### src/hw/rtl/spc_pkg.sv
`default_nettype none

package spc_pkg;

	// Port widths
	localparam int unsigned IN_DATA_W  = 40;
	localparam int unsigned OUT_DATA_W = 8;
	localparam int unsigned CFG_IDX_W  = 2;
	localparam int unsigned CFG_DATA_W = 16;

	// Characters the parser looks for
	localparam logic [7:0] CH_LT    = 8'h3C;
	localparam logic [7:0] CH_GT    = 8'h3E;
	localparam logic [7:0] CH_SP    = 8'h20;
	localparam logic [7:0] CH_COLON = 8'h3A;
	localparam logic [7:0] CH_EQ    = 8'h3D;
	localparam logic [7:0] CH_LBRK  = 8'h5B;
	localparam logic [7:0] CH_DASH  = 8'h2D;
	localparam logic [7:0] CH_ONE   = 8'h31;
	localparam logic [7:0] CH_TWO   = 8'h32;

	// Body prefixes and month table
	localparam logic [3:0] PFX_LAST_LEN = 4'd12;
	localparam logic [3:0] PFX_TOOL_LEN = 4'd7;
	localparam int unsigned NUM_MONTHS  = 12;

	// Header status handed from the header tracker to the body rules
	typedef struct packed {
		logic first;    // first byte of a payload
		logic in_body;  // this byte belongs to the message body
		logic alive;    // header is complete and valid up to this byte
	} hdr_stat_t;

	function automatic logic is_digit(input logic [7:0] c);
		return c inside {[8'h30:8'h39]};
	endfunction

	function automatic logic is_alnum(input logic [7:0] c);
		return c inside {[8'h30:8'h39], [8'h41:8'h5A], [8'h61:8'h7A]};
	endfunction

	function automatic logic is_delim(input logic [7:0] c);
		return c inside {CH_SP, CH_COLON, CH_EQ, CH_LBRK, CH_DASH};
	endfunction

	// "last message"
	function automatic logic [7:0] pfx_last_char(input logic [3:0] k);
		logic [7:0] c;
		case (k)
			4'd0: c = "l";
			4'd1: c = "a";
			4'd2: c = "s";
			4'd3: c = "t";
			4'd4: c = " ";
			4'd5: c = "m";
			4'd6: c = "e";
			4'd7: c = "s";
			4'd8: c = "s";
			4'd9: c = "a";
			4'd10: c = "g";
			4'd11: c = "e";
			default: c = 8'h00;
		endcase
		return c;
	endfunction

	// Alert tool prefix, seven bytes ending in colon and space
	function automatic logic [7:0] pfx_tool_char(input logic [2:0] k);
		logic [7:0] c;
		case (k)
			3'd0: c = 8'h73;
			3'd1: c = 8'h6E;
			3'd2: c = 8'h6F;
			3'd3: c = 8'h72;
			3'd4: c = 8'h74;
			3'd5: c = 8'h3A;
			3'd6: c = 8'h20;
			default: c = 8'h00;
		endcase
		return c;
	endfunction

	// Month abbreviations, first character in the top byte
	function automatic logic [23:0] month_name(input logic [3:0] m);
		logic [23:0] n;
		case (m)
			4'd0: n = "Jan";
			4'd1: n = "Feb";
			4'd2: n = "Mar";
			4'd3: n = "Apr";
			4'd4: n = "May";
			4'd5: n = "Jun";
			4'd6: n = "Jul";
			4'd7: n = "Aug";
			4'd8: n = "Sep";
			4'd9: n = "Oct";
			4'd10: n = "Nov";
			4'd11: n = "Dec";
			default: n = 24'h0;
		endcase
		return n;
	endfunction

endpackage

`default_nettype wire

### src/hw/rtl/spc_header.sv
`default_nettype none

// Tracks the "<PRI>" header and the optional space behind it.
module spc_header (
	input  logic              clk,
	input  logic              arst_n,
	input  logic              adv,
	input  logic              last,
	input  logic [7:0]        data_byte,
	output spc_pkg::hdr_stat_t hdr
);
	import spc_pkg::*;

	localparam logic [2:0] PH_OPEN  = 3'd0;
	localparam logic [2:0] PH_PRI   = 3'd1;
	localparam logic [2:0] PH_SPACE = 3'd2;
	localparam logic [2:0] PH_BODY  = 3'd3;
	localparam logic [2:0] PH_FAIL  = 3'd4;

	logic [2:0] phase_q, phase_n;
	logic [1:0] pri_cnt_q, pri_cnt_n;

	// Header decode for the current byte
	always_comb begin
		phase_n   = phase_q;
		pri_cnt_n = pri_cnt_q;
		hdr       = '0;
		case (phase_q)
			PH_OPEN: begin
				hdr.first = 1'b1;
				pri_cnt_n = 2'd0;
				phase_n   = (data_byte == CH_LT) ? PH_PRI : PH_FAIL;
			end
			PH_PRI: begin
				if (data_byte == CH_GT) begin
					phase_n   = PH_SPACE;
					hdr.alive = 1'b1;
				end else if (is_digit(data_byte) && pri_cnt_q != 2'd3) begin
					pri_cnt_n = pri_cnt_q + 2'd1;
				end else begin
					phase_n = PH_FAIL;
				end
			end
			PH_SPACE: begin
				// a non-space here is already the first body byte
				hdr.alive   = 1'b1;
				hdr.in_body = (data_byte != CH_SP);
				phase_n     = PH_BODY;
			end
			PH_BODY: begin
				hdr.alive   = 1'b1;
				hdr.in_body = 1'b1;
			end
			default: ;
		endcase
	end

	always_ff @(posedge clk or negedge arst_n) begin
		if (!arst_n) begin
			phase_q   <= PH_OPEN;
			pri_cnt_q <= 2'd0;
		end else if (adv) begin
			phase_q   <= last ? PH_OPEN : phase_n;
			pri_cnt_q <= pri_cnt_n;
		end
	end

endmodule

`default_nettype wire

### src/hw/rtl/spc_body.sv
`default_nettype none

// Body rules: prefixes, version/year, month name and the hostname walk.
// All rules run side by side on the byte stream, offsets counted from body start.
module spc_body (
	input  logic               clk,
	input  logic               arst_n,
	input  logic               adv,
	input  logic               last,
	input  logic [7:0]         data_byte,
	input  spc_pkg::hdr_stat_t hdr,
	output logic               body_one
);
	import spc_pkg::*;

	localparam logic [2:0] H_WAIT  = 3'd0;
	localparam logic [2:0] H_SPACE = 3'd1;
	localparam logic [2:0] H_WALK  = 3'd2;
	localparam logic [2:0] H_COLON = 3'd3;
	localparam logic [2:0] H_ONE   = 3'd4;
	localparam logic [2:0] H_PORT  = 3'd5;

	localparam logic [1:0] MS_WAIT   = 2'd0;
	localparam logic [1:0] MS_SECOND = 2'd1;
	localparam logic [1:0] MS_THIRD  = 2'd2;
	localparam logic [1:0] MS_DONE   = 2'd3;

	logic [3:0]            k_q;
	logic                  last_ok_q, tool_ok_q, year_ok_q, hit_q;
	logic [1:0]            mon_st_q, mon_st_n;
	logic [NUM_MONTHS-1:0] mon_mask_q, mon_mask_n;
	logic [2:0]            host_q, host_n;

	logic                  last_m, tool_m, year_n, hit_year, hit_mon, at_j, host_one;
	logic                  alnum, hit_now;
	logic [NUM_MONTHS-1:0] mon_c0, mon_c1, mon_c2;

	// Per-month character compares
	for (genvar g = 0; g < NUM_MONTHS; g++) begin : g_month
		localparam logic [23:0] NAME = month_name(4'(g));
		assign mon_c0[g] = (data_byte == NAME[23:16]);
		assign mon_c1[g] = (data_byte == NAME[15:8]);
		assign mon_c2[g] = (data_byte == NAME[7:0]);
	end

	// Prefix and version/year matching; at_j marks where month and hostname start
	always_comb begin
		alnum    = is_alnum(data_byte);
		last_m   = last_ok_q && (k_q < PFX_LAST_LEN) && (data_byte == pfx_last_char(k_q));
		tool_m   = tool_ok_q && (k_q < PFX_TOOL_LEN) &&
		           (data_byte == pfx_tool_char(k_q[2:0]));
		year_n   = 1'b0;
		hit_year = 1'b0;
		at_j     = 1'b0;
		case (k_q)
			4'd0: begin
				year_n = (data_byte == CH_ONE);
				at_j   = (data_byte != CH_ONE);
			end
			4'd1: begin
				year_n = year_ok_q && (data_byte == CH_SP);
				at_j   = year_ok_q && (data_byte != CH_SP);
			end
			4'd2: begin
				year_n = year_ok_q && (data_byte inside {CH_ONE, CH_TWO});
				at_j   = year_ok_q;
			end
			4'd3, 4'd4: year_n = year_ok_q && is_digit(data_byte);
			4'd5: hit_year = year_ok_q && is_digit(data_byte);
			default: ;
		endcase
	end

	// Month name, three bytes from at_j
	always_comb begin
		mon_mask_n = mon_mask_q;
		mon_st_n   = mon_st_q;
		hit_mon    = 1'b0;
		case (mon_st_q)
			MS_WAIT: begin
				if (at_j) begin
					mon_mask_n = mon_c0;
					mon_st_n   = MS_SECOND;
				end
			end
			MS_SECOND: begin
				mon_mask_n = mon_mask_q & mon_c1;
				mon_st_n   = MS_THIRD;
			end
			MS_THIRD: begin
				hit_mon  = |(mon_mask_q & mon_c2);
				mon_st_n = MS_DONE;
			end
			default: ;
		endcase
	end

	// Hostname walk; host_one is the walk outcome if the payload ends on this byte
	always_comb begin
		host_n   = host_q;
		host_one = 1'b0;
		case (host_q)
			H_WAIT: begin
				if (at_j) begin
					if (alnum) begin
						host_n   = H_WALK;
						host_one = 1'b1;
					end else if (data_byte == CH_SP) begin
						host_n = H_SPACE;
					end else begin
						host_n = H_PORT;
					end
				end
			end
			H_SPACE: begin
				if (alnum) begin
					host_n   = H_WALK;
					host_one = 1'b1;
				end else begin
					host_n = H_PORT;
				end
			end
			H_WALK: begin
				if (alnum) begin
					host_one = 1'b1;
				end else begin
					// stop byte as the final byte: only a colon falls back
					host_one = (data_byte != CH_COLON);
					if (!is_delim(data_byte))
						host_n = H_PORT;
					else if (data_byte == CH_COLON)
						host_n = H_COLON;
					else
						host_n = H_ONE;
				end
			end
			H_COLON: begin
				if (data_byte == CH_SP) begin
					host_n   = H_ONE;
					host_one = 1'b1;
				end else begin
					host_n = H_PORT;
				end
			end
			H_ONE: host_one = 1'b1;
			default: ;
		endcase
	end

	assign hit_now  = (last_m && k_q == PFX_LAST_LEN - 4'd1) ||
	                  (tool_m && k_q == PFX_TOOL_LEN - 4'd1) || hit_year || hit_mon;
	assign body_one = hdr.in_body && (hit_q || hit_now || host_one);

	// Body tracking state; back to start outside the body and after a payload
	always_ff @(posedge clk or negedge arst_n) begin
		if (!arst_n) begin
			k_q        <= 4'd0;
			last_ok_q  <= 1'b1;
			tool_ok_q  <= 1'b1;
			year_ok_q  <= 1'b0;
			hit_q      <= 1'b0;
			mon_st_q   <= MS_WAIT;
			mon_mask_q <= '0;
			host_q     <= H_WAIT;
		end else if (adv) begin
			if (hdr.in_body && !last) begin
				k_q        <= (k_q == 4'hF) ? k_q : k_q + 4'd1;
				last_ok_q  <= last_m;
				tool_ok_q  <= tool_m;
				year_ok_q  <= year_n;
				hit_q      <= hit_q || hit_now;
				mon_st_q   <= mon_st_n;
				mon_mask_q <= mon_mask_n;
				host_q     <= host_n;
			end else begin
				k_q        <= 4'd0;
				last_ok_q  <= 1'b1;
				tool_ok_q  <= 1'b1;
				year_ok_q  <= 1'b0;
				hit_q      <= 1'b0;
				mon_st_q   <= MS_WAIT;
				mon_mask_q <= '0;
				host_q     <= H_WAIT;
			end
		end
	end

endmodule

`default_nettype wire

### src/hw/rtl/syslog_payload_classifier.sv
// Syslog payload classifier: one payload byte per request, one verdict per payload.
// Throughput: one byte per cycle while no result is blocked downstream, also across payload boundaries.
// A payload's last byte is accepted into the input register, and its verdict is then
// registered in the result register; the input stage stalls only while the result waits.
// Reset (arst_n low, asynchronous): both channels empty, parser at payload start,
// config back to min 20 / max 1024 / lenient port 514.
`default_nettype none

module syslog_payload_classifier (
	input  logic                           clk,
	input  logic                           arst_n,
	input  logic                           s_axis_tvalid,
	output logic                           s_axis_tready,
	// [7:0] payload_byte, [23:8] source_port, [39:24] dest_port
	input  logic [spc_pkg::IN_DATA_W-1:0]  s_axis_tdata,
	// [0] is_udp
	input  logic [0:0]                     s_axis_tuser,
	input  logic                           s_axis_tlast,
	output logic                           m_axis_tvalid,
	input  logic                           m_axis_tready,
	// [0] is_syslog, [7:1] zero
	output logic [spc_pkg::OUT_DATA_W-1:0] m_axis_tdata,
	input  logic                           cfg_wen,
	input  logic [spc_pkg::CFG_IDX_W-1:0]  cfg_index,
	input  logic [spc_pkg::CFG_DATA_W-1:0] cfg_wdata
);
	import spc_pkg::*;

	localparam int unsigned LEN_W = 11;
	localparam int unsigned PRT_W = 16;

	localparam logic [CFG_IDX_W-1:0] REG_MIN_LEN      = 2'd0;
	localparam logic [CFG_IDX_W-1:0] REG_MAX_LEN      = 2'd1;
	localparam logic [CFG_IDX_W-1:0] REG_LENIENT_PORT = 2'd2;

	// Config registers
	logic [LEN_W-1:0] min_len_q, max_len_q;
	logic [PRT_W-1:0] lport_q;

	// Input stage
	logic             valid_s1, last_s1, udp_s1;
	logic [7:0]       byte_s1;
	logic [PRT_W-1:0] sport_s1, dport_s1;

	// Per-payload state
	logic [LEN_W-1:0] pos_q;
	logic             port_q;

	// Result register
	logic             out_valid_q, out_syslog_q;

	logic             adv, pos_sat, len_ok, port_hit, body_one, verdict;
	logic [LEN_W:0]   len_w;
	hdr_stat_t        hdr;

	// Input stage moves on unless it holds a last byte and the result is blocked
	assign adv           = valid_s1 && (!last_s1 || !out_valid_q || m_axis_tready);
	assign s_axis_tready = !valid_s1 || adv;

	always_ff @(posedge clk or negedge arst_n) begin
		if (!arst_n)
			valid_s1 <= 1'b0;
		else if (s_axis_tready)
			valid_s1 <= s_axis_tvalid;
	end

	always_ff @(posedge clk) begin
		if (s_axis_tready && s_axis_tvalid) begin
			byte_s1  <= s_axis_tdata[7:0];
			sport_s1 <= s_axis_tdata[23:8];
			dport_s1 <= s_axis_tdata[39:24];
			udp_s1   <= s_axis_tuser[0];
			last_s1  <= s_axis_tlast;
		end
	end

	// Config writes
	always_ff @(posedge clk or negedge arst_n) begin
		if (!arst_n) begin
			min_len_q <= 11'd20;
			max_len_q <= 11'd1024;
			lport_q   <= 16'd514;
		end else if (cfg_wen) begin
			case (cfg_index)
				REG_MIN_LEN:      min_len_q <= cfg_wdata[LEN_W-1:0];
				REG_MAX_LEN:      max_len_q <= cfg_wdata[LEN_W-1:0];
				REG_LENIENT_PORT: lport_q   <= cfg_wdata[PRT_W-1:0];
				default: ;
			endcase
		end
	end

	spc_header u_header (
		.clk       (clk),
		.arst_n    (arst_n),
		.adv       (adv),
		.last      (last_s1),
		.data_byte (byte_s1),
		.hdr       (hdr)
	);

	spc_body u_body (
		.clk       (clk),
		.arst_n    (arst_n),
		.adv       (adv),
		.last      (last_s1),
		.data_byte (byte_s1),
		.hdr       (hdr),
		.body_one  (body_one)
	);

	// Length window; a saturated count means the payload is too long for any window
	assign pos_sat  = &pos_q;
	assign len_w    = {1'b0, pos_q} + {{LEN_W{1'b0}}, 1'b1};
	assign len_ok   = !pos_sat && (len_w > {1'b0, min_len_q}) && (len_w <= {1'b0, max_len_q});
	assign port_hit = udp_s1 && (sport_s1 == lport_q || dport_s1 == lport_q);
	assign verdict  = hdr.alive && len_ok && (body_one || port_q);

	always_ff @(posedge clk or negedge arst_n) begin
		if (!arst_n) begin
			pos_q  <= '0;
			port_q <= 1'b0;
		end else if (adv) begin
			if (last_s1)
				pos_q <= '0;
			else if (!pos_sat)
				pos_q <= pos_q + {{(LEN_W-1){1'b0}}, 1'b1};
			if (hdr.first)
				port_q <= port_hit;
		end
	end

	// Result register
	always_ff @(posedge clk or negedge arst_n) begin
		if (!arst_n)
			out_valid_q <= 1'b0;
		else if (adv && last_s1)
			out_valid_q <= 1'b1;
		else if (m_axis_tready)
			out_valid_q <= 1'b0;
	end

	always_ff @(posedge clk) begin
		if (adv && last_s1)
			out_syslog_q <= verdict;
	end

	assign m_axis_tvalid = out_valid_q;
	assign m_axis_tdata  = {{(OUT_DATA_W-1){1'b0}}, out_syslog_q};

endmodule

`default_nettype wire

### config.mk
export PLATFORM = sky130hd
export DESIGN_NAME = syslog_payload_classifier
export DESIGN_NICKNAME = d
export VERILOG_FILES = /design/src/hw/rtl/spc_pkg.sv /design/src/hw/rtl/spc_header.sv /design/src/hw/rtl/spc_body.sv /design/src/hw/rtl/syslog_payload_classifier.sv
export SDC_FILE = /design/constraint.sdc
export NUM_CORES = 1
export LEC_CHECK = 0
export BUFFER_PORTS_ARGS = -buffer_cell sky130_fd_sc_hd__buf_2
export CELL_PAD_IN_SITES_DETAIL_PLACEMENT = 1
export CELL_PAD_IN_SITES_GLOBAL_PLACEMENT = 2
export CORE_ASPECT_RATIO = 1.5
export CORE_MARGIN = 4
export CORE_UTILIZATION = 34
export CTS_CLUSTER_DIAMETER = 50
export DETAILED_ROUTE_END_ITERATION = 16
export HOLD_SLACK_MARGIN = 0.12
export PLACE_DENSITY_LB_ADDON = 0.1
export SYNTH_ARGS = -nofsm -noshare
export SYNTH_HDL_FRONTEND = slang
export SYNTH_SLANG_ARGS = --single-unit
### constraint.sdc
create_clock -name clk -period 4.1 [get_ports clk]
set_input_delay 0.41 -clock clk [delete_from_list [all_inputs] [get_ports clk]]
set_output_delay 0.41 -clock clk [all_outputs]
set_load 0.005 [all_outputs]
After elaboration in Yosys (flattened, before gate mapping)
Memory sizes are Yosys's and may differ from the RTL's.
Cells that the tools add are included.
{"block": "classes", "add_sub_neg": 4, "order_cmp": 10, "eq_ne": 75, "muxes": 48, "bitwise": 2, "reduce_logical": 65}
{"operator": "$eq 8x7->1 const B", "n": 23}
{"operator": "$eq 8x6->1 const B", "n": 8}
{"operator": "$pmux 7 s7", "n": 1}
{"operator": "$mux 3", "n": 12}
{"operator": "$eq 16x16->1", "n": 2}
{"operator": "$and 12x12->12", "n": 2}
{"operator": "$logic_and 1x1->1", "n": 24}
{"operator": "$mux 12", "n": 2}
{"operator": "$ne 8x6->1 const B", "n": 3}
{"operator": "$pmux 12 s2", "n": 1}
{"operator": "$mux 11", "n": 2}
{"operator": "$eq 3x2->1 const B", "n": 6}
{"operator": "$ge 8x7->1 const B", "n": 2}
{"operator": "$le 8x7->1 const B", "n": 2}
{"operator": "$mux 1", "n": 15}
{"operator": "$add 11x1->12 const B", "n": 1}
{"operator": "$eq 3x3->1 const B", "n": 4}
{"operator": "$eq 4x3->1 const B", "n": 3}
{"operator": "$gt 12x11->1", "n": 1}
{"operator": "$le 12x11->1", "n": 1}
{"operator": "$pmux 3 s4", "n": 1}
{"operator": "$reduce_and 2->1", "n": 6}
{"operator": "$reduce_or 12->1", "n": 1}
{"operator": "$add 11x1->11 const B", "n": 1}
{"operator": "43 further kinds", "n": 80}
{"block": "word_totals", "ff_bits": 125, "rom_bits": 112, "out_inout_bits": 10, "mem_count": 1}
{"name": "(no name shown)", "depth": 16, "word_bits": 7, "rd": 1, "rd_clocked_by_memory_dff": 0, "write_ports": 0, "line_no": "spc_pkg.sv:49", "text": "case (k)"}

Longest topological paths before layout
{"block": "depth", "word_depth": 13, "depth_mapped": 13, "depth_no_buf": 12}

Modules after synthesis
A second synthesis with hierarchy kept.
{"block": "hier_totals", "cells_unflattened": 724, "hier_area_um2": 7388.3}
{"module": "syslog_payload_classifier", "n_inst": 1, "cells_each": 353, "area_each_um2": 4529.3, "seq_area_each_um2": 2598.7}
{"module": "spc_body", "n_inst": 1, "cells_each": 317, "area_each_um2": 2421.1, "seq_area_each_um2": 628.1}
{"module": "spc_header", "n_inst": 1, "cells_each": 54, "area_each_um2": 437.9, "seq_area_each_um2": 125.1}

Worst setup path after synthesis
Ideal clock, no wire load.
{"block": "synth_timing", "kind": "register -> register", "from": "reg pos_q[0]", "to": "reg out_syslog_q, data pin", "setup_ns": 0.167, "arrival_time_ns": 2.592, "required_ns": 3.933, "setup_slack_ns": 1.341, "path_stages_with_launch": 10, "n_path_buf": 0, "path_cell_list": "dfrtp_1 ha_1 inv_1 nor4_1 xor2_1 ha_1 nand4_1 or4_1 o221a_2 a211oi_1"}
{"block": "synth_between", "elab_chain_cells": 6, "elab_cells_between_ends": 9, "classes_between": "1 x add/sub; 2 x order compare; 6 x reduce/logical"}
{"element": "start, declared", "line_no": "syslog_payload_classifier.sv:46", "text": "logic [LEN_W-1:0] pos_q;"}
{"element": "start signal, assigned", "line_no": "syslog_payload_classifier.sv:127", "text": "pos_q <= pos_q + {{(LEN_W-1){1'b0}}, 1'b1};"}
{"element": "$add 11x1->12 / $reduce_and 11->1 (equally long branches)", "line_no": "syslog_payload_classifier.sv:114, syslog_payload_classifier.sv:113"}
{"element": "$gt 12x11->1 / $logic_not 1->1 (equally long branches)"}
{"element": "$logic_and 1x1->1", "line_no": "syslog_payload_classifier.sv:115", "text": "assign len_ok = !pos_sat && (len_w > {1'b0, min_len_q}) && (len_w <= {1'b0, max_len_q});"}
{"element": "$logic_and 1x1->1 (*)", "line_no": "syslog_payload_classifier.sv:115"}
{"element": "$logic_and 1x1->1 (*) (2 in a row)", "line_no": "syslog_payload_classifier.sv:117", "text": "assign verdict = hdr.alive && len_ok && (body_one || port_q);"}
{"element": "named net verdict", "line_no": "syslog_payload_classifier.sv:52", "text": "logic adv, pos_sat, len_ok, port_hit, body_one, verdict;"}
{"element": "end signal, assigned", "line_no": "syslog_payload_classifier.sv:145", "text": "out_syslog_q <= verdict;"}
{"element": "end, declared", "line_no": "syslog_payload_classifier.sv:50", "text": "logic out_valid_q, out_syslog_q;"}
The timed path passes the listed nets; every way through them passes the cells marked *.
A chain may end at the register's enable or synchronous reset.

Worst setup path after layout
Same ends and word-level chain as after synthesis.

==> flow_summary_export.csv <==
group,metric,value,unit
finish,final_util,39.71,%
critical_path,path_buf_inv,1,
timing,report.final.slew_viol_count,0,
timing,hold_viol,0,
yosys,synth_top_area_share,26.00,%
grt,grt_pass1_wl,33.84,mm
grt,antenna_found_initial,0,
yosys,synthFlopType,"dfrtp_1",
die,die_w,127.0,um
critical_path,endpoint_kind,"register",
die,initial_core_util,34.40,%
place,port_buffers,67,
clock_network,cts_tree,"built",
clock_network,ctsHoldBuffers,1,
grt,grt.overflow.total,0,
clock_network,clkSinkCount,125,
clock_network,cts_max_level,4,
timing,holdWs,0.1529,ns
place,dp_hpwl,16.06,mm
critical_path,cp_slowest_cell,"nor4_1",
finish,stdcell_count,1027,
grt,met2_usage,35.11,%
finish,drive_gt1_share,21.48,%
hold_path,hp-class,"input pin to register",
critical_path,crit_arrival,3.42,ns
routing,antenna_left,0,
yosys,yosys-top-cells-area,"dfrtp_1 (26%), edfxtp_1 (18%), ha_1 (5.5%)",
routing,via_count,5571,
finish,final_nets,843,
yosys,synthCells,685,
yosys,synth-seq-cells,125,
run,maxCapViolCount,0,
timing,fin_crit_sh,77.18,%
grt,grt.met1_usage,19.94,%
place,gp_congestion,0.8406,
critical_path,crit_chain,"ha_1 > inv_1 > nor4_1 > xor2_1 > ha_1 > nand4_1 > or4_1 > o221a_2 > a211oi_1",
timing,setup_ws,0.9356,ns
clock_network,clkLatencyLatePin,0.43,ns
clock_network,cts_max_path_buffers,2,
routing,wl,21.04,mm
clock_network,cts_resized,0,
place,dpl-instance-area,0.007784,mm2
critical_path,critical_path.most_common_cell,"ha_1",
timing,setup-violations-final,0,
yosys,ys_warn_count,0,
yosys,postSynth.asyncResetShare,65.60,%
die,core_area,0.02098,mm2
timing,period_needed,3.164,ns
place,dp.cells,994,
clock_network,post-cts-setup-buffers,0,
timing,skew,0.01094,ns
yosys,ys_seq_area_share,46.44,%
yosys,synth.largest_area_cell,"dfrtp_1",
timing,slew_headroom,30.85,%
critical_path,critPathMaxFanout,8,
critical_path,critical-path-max-stage-delay,0.63,ns
grt,grt_pass1_vias,6158,
clock_network,cts-root-buf,"clkbuf_16",
grt,grtUsageMet3,3.265,%
yosys,synthesis.area,0.007218,mm2
clock_network,clkTransAtPathRegs,0.06,ns
power,total_power,3.352,mW
die,rows,65,
finish,mostFrequentLayoutCell,"dfrtp_1",
grt,top_usage_layer,"met2",
routing,wl_per_cell,20.49,um
place,pre_cts_slack,0.9635,ns
routing,drtIter0Drc,170,
critical_path,path_class,"register to register",
clock_network,cts-buffers-inserted,17,
timing,max_slew.worst_pin.slew,1.037,ns
critical_path,cp.required,4.35,ns
finish,fillers,2381,
power,powerDensity,402.3,mW/mm2
finish,diodes,0,
die,dieArea,0.02367,mm2
critical_path,crit_family,"simple AND/OR/NAND/NOR gates",
timing,fin_tns_setup,0,ns
critical_path,start_kind,"register",
timing,fmax,316.0,MHz
die,ioPinCount,75,
grt,grt_max_degree,44,
status,run_status,"complete, no violations",
yosys,avgSynthCellArea,10.54,um2
finish,syn_to_final_growth,15.43,%
finish,design_area,0.008332,mm2
power,ir_drop,0.2901,mV
routing,drc_errors,0,
routing,vias_per_cell,5.425,
timing,rsz0062_at_grt,"false",
power,p_leak,3.382,nW
routing,dr.pass1.iters,4,
finish,final_cell_mix,"dfrtp_1 (75), buf_2 (66), nand2_1 (49), edfxtp_1 (43), xnor2_1 (42)",
yosys,synth_cell_types,78,
yosys,synth_edf_count,43,
grt,gr-usage-all-layers,18.40,%
die,dieHeight,186.5,um
worst reg2reg max path, cell delays in order, from the launching register on:
cell and delay (ns):
dfrtp_1 0.47, ha_1 0.33, inv_1 0.11, nor4_1 0.63
xor2_1 0.20, ha_1 0.35, nand4_1 0.07, or4_1 0.48
o221a_2 0.14, a211oi_1 0.21
layout make-up:
type	count	area, um2	share of cell area (%)
well taps	268	335.3	4.025
multi-input cells	489	3552	42.63
inverters	35	131.4	1.577
repair buffers	78	422.9	5.076
clock buffers	18	429.2	5.151
clock inverters	14	108.9	1.306
flip-flops and latches	125	3352	40.23
registers in the layout (all words and copies together) (netlist names), 3 cells and up:
signal             cells
lport_q               16
u_header.phase_q       3
u_body.host_q          3
dport_s1              16
max_len_q             11
min_len_q             11
u_body.mon_mask_q     12
u_body.k_q             4
byte_s1                8
pos_q                 11
sport_s1              16
cell families after synthesis:
| group | share of synthesized area [%] |
|---|---|
| mux | 4.801 |
| flops | 46.44 |
| compound gates | 16.83 |
| simple gates | 15.76 |
| fa+ha+maj | 5.547 |
| other cells | 0.05195 |
| buf+inv | 4.750 |
| xor+xnor | 5.824 |
power breakdown:
group	total [mW]	internal, mW	switching, mW	leakage [nW]
combinational	0.457	0.218	0.239	1.65
clock	1.38	0.781	0.598	0.264
sequential	1.52	1.41	0.106	1.46
synth_stat cells, types with 7 or more instances:
cell,n
a21o_1,8
a21oi_1,30
a22o_1,7
a32o_1,9
buf_4,8
clkbuf_1,30
dfrtp_1,75
dfstp_2,7
edfxtp_1,43
ha_1,32
inv_1,35
mux2_2,29
nand2_1,49
nand2b_1,10
nand3_1,21
nand4_1,19
nor2_1,37
nor2b_1,13
nor3b_1,7
o21ai_0,38
o31ai_1,7
xnor2_1,42
path summary, 6_finish.rpt:
| check | startpoint | end | slack [ns] | cells past startpoint |
|---|---|---|---|---|
| worst max-delay path | pos_q[0] | out_syslog_q | 0.94 | 9 |
| worst min-delay path | s_axis_tdata[3] | byte_s1[3] | 0.15 | 1 |
| worst max register to register | pos_q[0] | out_syslog_q | 0.94 | 9 |
| worst min register to register | u_body.mon_mask_q[6] | u_body.mon_mask_q[6] | 0.49 | 1 |
| max in group asynchronous | arst_n | lport_q[9] | 2.56 | 3 |
| min in group asynchronous | arst_n | u_body.mon_mask_q[7] | 0.53 | 2 |
routing by layer:
metal	routed length (um)	vias to the layer above
li1	-	2652
met1	8013	2813
met2	12080	80
met3	548	26
met4	400	0
met5	0	-
Note: power is estimated with default switching activity, not from simulation.
